[config.mk]
export PLATFORM = sky130hd
export DESIGN_NAME = npc_dist
export DESIGN_NICKNAME = d
export VERILOG_FILES = /design/src/rtl/core/npc_pkg.sv /design/src/rtl/core/npc_dist.sv
export SDC_FILE = /design/constraint.sdc
export NUM_CORES = 1
export LEC_CHECK = 0
export BUFFER_PORTS_ARGS = -buffer_cell sky130_fd_sc_hd__buf_2
export CAP_MARGIN = 10
export CORE_MARGIN = 2
export CORE_UTILIZATION = 55
export CTS_BUF_LIST = sky130_fd_sc_hd__clkbuf_4 sky130_fd_sc_hd__clkbuf_8
export DETAILED_ROUTE_END_ITERATION = 10
export HOLD_SLACK_MARGIN = 0.1
export PLACE_DENSITY = 0.73
export SLEW_MARGIN = 30
export SYNTH_ARGS = -nofsm -noshare
export SYNTH_HDL_FRONTEND = slang
export SYNTH_SLANG_ARGS = --single-unit
export TNS_END_PERCENT = 100
[constraint.sdc]
create_clock -name clk -period 5.3 [get_ports clk]
set_clock_uncertainty 0.15 [all_clocks]
set_input_delay 1.06 -clock clk [delete_from_list [all_inputs] [get_ports clk]]
set_output_delay 1.06 -clock clk [all_outputs]
set_load 0.01 [all_outputs]
[src/rtl/core/npc_pkg.sv]
// ----------------------------------------------------------------------------
// npc_pkg: shared types and constants of the nearest prototype classifier
// Request and result payloads, register map and distance unit control.
// ----------------------------------------------------------------------------
package npc_pkg;

	// payload field widths
	localparam int CMD_BITS     = 1;
	localparam int NODE_BITS    = 6;
	localparam int DIM_BITS     = 4;
	localparam int VALUE_W      = 16;
	localparam int CLUSTER_BITS = 7;
	localparam int DIST_BITS    = 36;

	// config register widths
	localparam int NODE_CNT_BITS = 7;
	localparam int DIM_CNT_BITS  = 5;

	// saturation ceiling of the distance sum
	localparam logic [DIST_BITS-1:0] DIST_MAX = '1;

	// request commands
	localparam logic [CMD_BITS-1:0] CMD_LOAD  = 1'b0;
	localparam logic [CMD_BITS-1:0] CMD_QUERY = 1'b1;

	// register index (word address bit of paddr)
	localparam logic REG_NODE_COUNT = 1'b0;
	localparam logic REG_DIM_COUNT  = 1'b1;

	// APB address width
	localparam int PADDR_BITS = 3;

	typedef struct packed {
		logic [CMD_BITS-1:0]       command;
		logic [NODE_BITS-1:0]      node_index;
		logic [DIM_BITS-1:0]       dim_index;
		logic signed [VALUE_W-1:0] element_value;
		logic                      row_last;
	} req_t;

	typedef struct packed {
		logic [CLUSTER_BITS-1:0] cluster_number;
		logic [DIST_BITS-1:0]    min_distance;
	} res_t;

	// control tag traveling with each element pair into the distance unit
	typedef struct packed {
		logic valid;
		logic first;
		logic last;
	} dist_ctl_t;

endpackage

[src/rtl/core/npc_dist.sv]
// ----------------------------------------------------------------------------
// npc_dist: squared distance accumulator
// Squares one element difference per cycle and sums it over a vector,
// saturating at the distance ceiling.
// ----------------------------------------------------------------------------
module npc_dist #(
	parameter int ELEM_BITS = 16
) (
	input  logic                               clk,
	input  logic                               arst_n,
	input  npc_pkg::dist_ctl_t                 ctl_s1,
	input  logic signed [ELEM_BITS-1:0]        row_s1,
	input  logic signed [ELEM_BITS-1:0]        wgt_s1,
	output logic                               dist_valid,
	output logic [npc_pkg::DIST_BITS-1:0]      dist_sum
);

	localparam int SQ_BITS  = 2 * ELEM_BITS;
	localparam int SUM_BITS = npc_pkg::DIST_BITS + 1;

	logic signed [ELEM_BITS:0]        diff_c;
	logic [ELEM_BITS:0]               neg_c;
	logic [ELEM_BITS-1:0]             mag_c;
	logic [SQ_BITS-1:0]               sq_c;
	logic [SQ_BITS-1:0]               sq_s2;
	npc_pkg::dist_ctl_t               ctl_s2;
	logic [npc_pkg::DIST_BITS-1:0]    base_c;
	logic [SUM_BITS-1:0]              sum_c;
	logic [npc_pkg::DIST_BITS-1:0]    acc_c;
	logic [npc_pkg::DIST_BITS-1:0]    acc_q;
	logic                             done_q;

	// magnitude of the difference and its square
	always_comb begin
		diff_c = $signed({row_s1[ELEM_BITS-1], row_s1}) - $signed({wgt_s1[ELEM_BITS-1], wgt_s1});
		neg_c  = -diff_c;
		mag_c  = diff_c[ELEM_BITS] ? neg_c[ELEM_BITS-1:0] : diff_c[ELEM_BITS-1:0];
		sq_c   = mag_c * mag_c;
	end

	always_ff @(posedge clk or negedge arst_n) begin
		if (!arst_n) begin
			ctl_s2 <= '0;
		end else begin
			ctl_s2 <= ctl_s1;
		end
	end

	always_ff @(posedge clk) begin
		sq_s2 <= sq_c;
	end

	// saturating accumulate; a vector's first element restarts the sum
	always_comb begin
		base_c = ctl_s2.first ? '0 : acc_q;
		sum_c  = {1'b0, base_c} + SUM_BITS'(sq_s2);
		acc_c  = (sum_c >= {1'b0, npc_pkg::DIST_MAX}) ? npc_pkg::DIST_MAX
			: sum_c[npc_pkg::DIST_BITS-1:0];
	end

	always_ff @(posedge clk) begin
		if (ctl_s2.valid) begin
			acc_q <= acc_c;
		end
	end

	always_ff @(posedge clk or negedge arst_n) begin
		if (!arst_n) begin
			done_q <= 1'b0;
		end else begin
			done_q <= ctl_s2.valid & ctl_s2.last;
		end
	end

	assign dist_valid = done_q;
	assign dist_sum   = acc_q;

`ifndef SYNTHESIS
	// a finished sum follows a last element, registered through ctl_s2 and done_q
	a_done_from_last: assert property (@(posedge clk) disable iff (!arst_n)
		done_q |-> $past(ctl_s1.valid & ctl_s1.last, 2))
		else $error("distance done without last element");

	// an element marked both first and last forms a one-element sum
	a_single_sum: assert property (@(posedge clk) disable iff (!arst_n)
		(ctl_s2.valid & ctl_s2.first & ctl_s2.last) |=> (acc_q == $past(acc_c)))
		else $error("single-element sum not captured");

	// the ceiling is never exceeded
	a_sat: assert property (@(posedge clk) disable iff (!arst_n)
		ctl_s2.valid |-> (acc_c <= npc_pkg::DIST_MAX))
		else $error("accumulator above ceiling");
`endif

endmodule

# ---- Word-level counts from Yosys, hierarchy flattened
# Cells that the tools add are included.
dict set report totals {
  in_bits 37
  elab_cells 14
  reg_bits 72
}
dict set report op_classes {
  mul 1
  n_bitwise 1
  order_cmp 1
  n_addsub 3
  muxes 2
}
# cell count
set ops {}
lappend ops {{$add A36 B32 Y37} 1}
lappend ops {{$ge A37 B36 Y1 const B} 1}
lappend ops {{$mux W36} 1}
lappend ops {{$mul A16 B16 Y32} 1}
lappend ops {{$sub A16 B16 Y17} 1}
lappend ops {{$mux W16} 1}
lappend ops {{$neg A16 Y16} 1}
lappend ops {{$and A1 B1 Y1} 1}

# ---- Depth between registers and ports, before layout
dict set report depth {
  ltp_word 4
  ltp_mapped 39
}

# ---- Worst setup path after synthesis
# Ideal clock, no wire load.
dict set report synth_timing {
  path_type {input to register}
  from {input row_s1[0]}
  to {register sq_s2[31]}
  path_slack_ns -4.734
  path_stages 37
  required_time_ns 5.021
  setup_ns 0.129
  arrival_ns 9.754
  path_cell_list {inv_1 ha_1 inv_1 fa_1 a211oi_1 o21bai_4 a31o_2 a21oi_1 nor2_1 o22ai_1 buf_2 o31ai_1 xor2_1 clkinv_1 nand2_1 inv_1 fa_1 inv_1 fa_1 inv_1 fa_1 inv_1 fa_1 fa_1 fa_1 inv_1 ha_1 and3_1 and3_1 o211ai_1 o21ai_0 a21oi_1 o41ai_1 nand4_1 nand2_1 a21oi_1 xnor3_1}
}
dict set report synth_via {
  elab_chain_len 4
}
# element line
set synth_lines {}
lappend synth_lines {{from (decl)} npc_dist.sv:12} ;# input logic signed [ELEM_BITS-1:0] row_s1,
lappend synth_lines {{$sub A16 B16 Y17 *} npc_dist.sv:35} ;# diff_c = $signed({row_s1[ELEM_BITS-1], row_s1}) - $signed({wgt_s1[ELEM_BITS-1], wgt_s1});
lappend synth_lines {{$neg A16 Y16} npc_dist.sv:36} ;# neg_c = -diff_c;
lappend synth_lines {{$mux W16 *} npc_dist.sv:37} ;# mag_c = diff_c[ELEM_BITS] ? neg_c[ELEM_BITS-1:0] : diff_c[ELEM_BITS-1:0];
lappend synth_lines {{$mul A16 B16 Y32 *} npc_dist.sv:38} ;# sq_c = mag_c * mag_c;
lappend synth_lines {{named net sq_c[31]} npc_dist.sv:24} ;# logic [SQ_BITS-1:0] sq_c;
lappend synth_lines {{to (signal assigned)} npc_dist.sv:50} ;# sq_s2 <= sq_c;
lappend synth_lines {{to (decl)} npc_dist.sv:25} ;# logic [SQ_BITS-1:0] sq_s2;
# The timed path passes the listed nets; every way through them passes the cells marked *.
# A chain may end at the register's enable or synchronous reset.

# ---- Worst setup path after layout
dict set report layout_timing {
  from {input row_s1[0]}
  to {register sq_s2[29]}
}
# The elaborated chain is that of the path after synthesis.

==> run summary <==
Status: complete, but fails checks
Violated checks: setup timing
Root Buffer: clkbuf_8
Critical path required time: 5.43 ns
Reg area: 0.00180 mm^2
CP peak stage delay: 0.57 ns
Worst hold path type: flip-flop to flip-flop
Initial drt markers: 520
Worst setup margin: -3.63 ns
Critical path arrival: 9.05 ns
IO Port Bufs: 73
Post-synthesis sequential area ratio: 14.8%
Remaining Overflow, GRT: 0
Worst slew pin tran: 0.721 ns
Hold buffers post-CTS: 0
Top-count cell post-synth: inv_1
Final TNS setup: -77.36 ns
Final hold violation count: 0
Residual DRC: 0
Synth Warn #: 0
Via count: 10.8k
CTS tree: built
Synth unique cells: 74
Max-cap violations: 0
Synth Area in Simple Gates: 14.2%
Clock latency on the worst-skew pair: 0.34 ns
# IOs: 74
Worst path slowest cell: fa_1
Post-synth ARST share: 5.63%
First-pass GRT wire length: 50400 um
Post-route clock period utilization: 168%
Layout cells sized above 1: 34.8%
Area Overhead vs Synth: 35.8%
Cell row count: 54
CTS Buf Count: 9
Yosys top cell area share: 27.1%
WL per Instance: 16.1 um
Gr usage total: 25.8%
Initial antenna violation count: 0
Vias in the first global route: 11.2k
WS Path Type: primary input to flip-flop
Initial Util: 55.9%
Synthesized flop and latch total: 71
Fmax: 112 MHz
Final WL: 32500 um
Die W: 153 um
RSZ-0062 raised after global routing: true
Largest driver fanout on the critical path: 5
Post-synth top area cell: fa_1
Synth cell count leaders: inv_1 (267), fa_1 (165), ha_1 (146), nand2_1 (113), nor2_1 (107)
Setup crit end kind: flip-flop
Dpl hpwl: 24400 um
CORE AREA: 0.0218 mm^2
Pre-antenna DRT Iters: 5
Min Tclk post-route: 8.93 ns
Max transition margin: 51.5%
Area contributors post-synth: fa_1 (27%), ha_1 (15%), edfxtp_1 (8.9%), inv_1 (8.2%), dfxtp_1 (5.1%)
Post-synthesis cell count: 1376
Clock Sink Count: 71
Reg clk slew, reported paths: 0.07 ns
Post-synthesis xor/xnor area fraction: 6.28%
Fillers: 1382
Synthesized area per cell: 8.87 um^2
Largest net degree at the start of global routing: 38
Post-route ant nets: 0
Via-per-instance ratio: 5.36
Mux cell area share after synthesis: 0.410%
Ant diodes: 0
Die H: 153 um
Post-synth EDFFs: 36
DIE AREA: 0.0234 mm^2
Pins Over Slew Limit: 0
H-tree depth: 3
GPL Wtd Cong: 0.901
Multi-input gate area: 0.0103 mm^2
Syn Nets: 1724
Clock buffer depth: 2
Post-Syn Area: 0.0122 mm^2
Synth Area in Compound Gates: 12.7%
Ys flop type: edfxtp_1
Nets@finish: 2082
Largest family of logic cells by synthesized area: adder cells
CP startpoint kind: primary input
Synth Area in Adders: 42.0%
Setup Viol. Count Final: 28
Crit path top cell by count: fa_1
critical path, delay by kind of cell:
family	cells	cell delay, ns
AOI/OAI and AO/OA	13	2.34
xor gates and xnor gates	2	0.43
adders and majority gates	9	3.78
buffers and inverters	11	1.16
and+or+nand+nor	3	0.29
cell usage in the layout (no fill, tap or decap), drive strengths merged, types with 12 or more instances in the layout:
cell / n
nand2: 113
fa: 165
nand3: 15
a21oi: 67
inv: 275
edfxtp: 36
o21ai: 39
ha: 146
buf: 377
o21a: 12
nor2: 111
xnor2: 48
nand2b: 20
dfxtp: 31
xor2: 36
o21bai: 12
nor2b: 43
a21o: 39
stage by stage:
step           util, %  hold slack (ns)  area, um^2  setup slack [ns]  cells
6_report          75.9            0.328       16600             -3.63   2019
3_5_place_dp      68.8            0.305       15000             -4.19   1950
5_1_grt           75.9            0.345       16600             -3.93   2019
3_3_place_gp      68.8            0.291       15000             -4.01   1950
4_1_cts           72.8            0.334       15900             -3.48   1995
2_1_floorplan        -            0.278       12500             -3.69   1376
registers in the layout, indices dropped and copies added (netlist names):
register / count
ctl_s2: 3
dist_valid: 1
sq_s2: 31
dist_sum: 36
cell families (layout without fill, tap and decap cells):
| kind of cell | after synthesis | in the layout |
|---|---|---|
| adder cells (fa/ha/maj) | 311 | 311 |
| flip-flops | 71 | 71 |
| buffers and inverters | 307 | 670 |
| XOR/XNOR | 85 | 85 |
| AO/OA/AOI/OAI | 232 | 232 |
| multiplexers | 5 | 5 |
| AND/OR/NAND/NOR | 365 | 365 |
final timing paths:
path	start	endpoint	slack, ns	cells after the start
worst max-delay path	row_s1[0]	sq_s2[29]	-3.63	38
worst min-delay path	ctl_s2[0]	dist_valid	0.33	1
worst max register to register	ctl_s2[1]	dist_sum[33]	0.57	14
worst min register to register	ctl_s2[0]	dist_valid	0.33	1
max in group asynchronous	arst_n	ctl_s2[2]	4.52	1
min in group asynchronous	arst_n	ctl_s2[1]	0.36	1
final cells by class:
class	instances	area share (%)
inverters	277	6.39
multi-input cells	998	62.1
repair buffers	377	17.2
clock inverters	6	0.513
clock buffers	10	0.793
flip-flops and latches	71	10.9
well taps	280	2.11
per-layer routing:
layer / part of all wire, % / global-route usage (%)
met1: 40 / 31.8
met2: 51 / 47.7
met3: 4.6 / 2.32
met4: 3.6 / 8.20
met5: 0 / 0
timing repair:
| action | in CTS | in global routing |
|---|---|---|
| resized for setup | 107 | 128 |
| setup buffers | 30 | 31 |
| cloned | 1 | 0 |
| endpoints found under the setup margin | 28 | 28 |
| pin swaps | 65 | 99 |
Power is left out: the tool's default activity adds up to more than one toggle a clock period on the data nets, which glitch-free logic cannot reach.
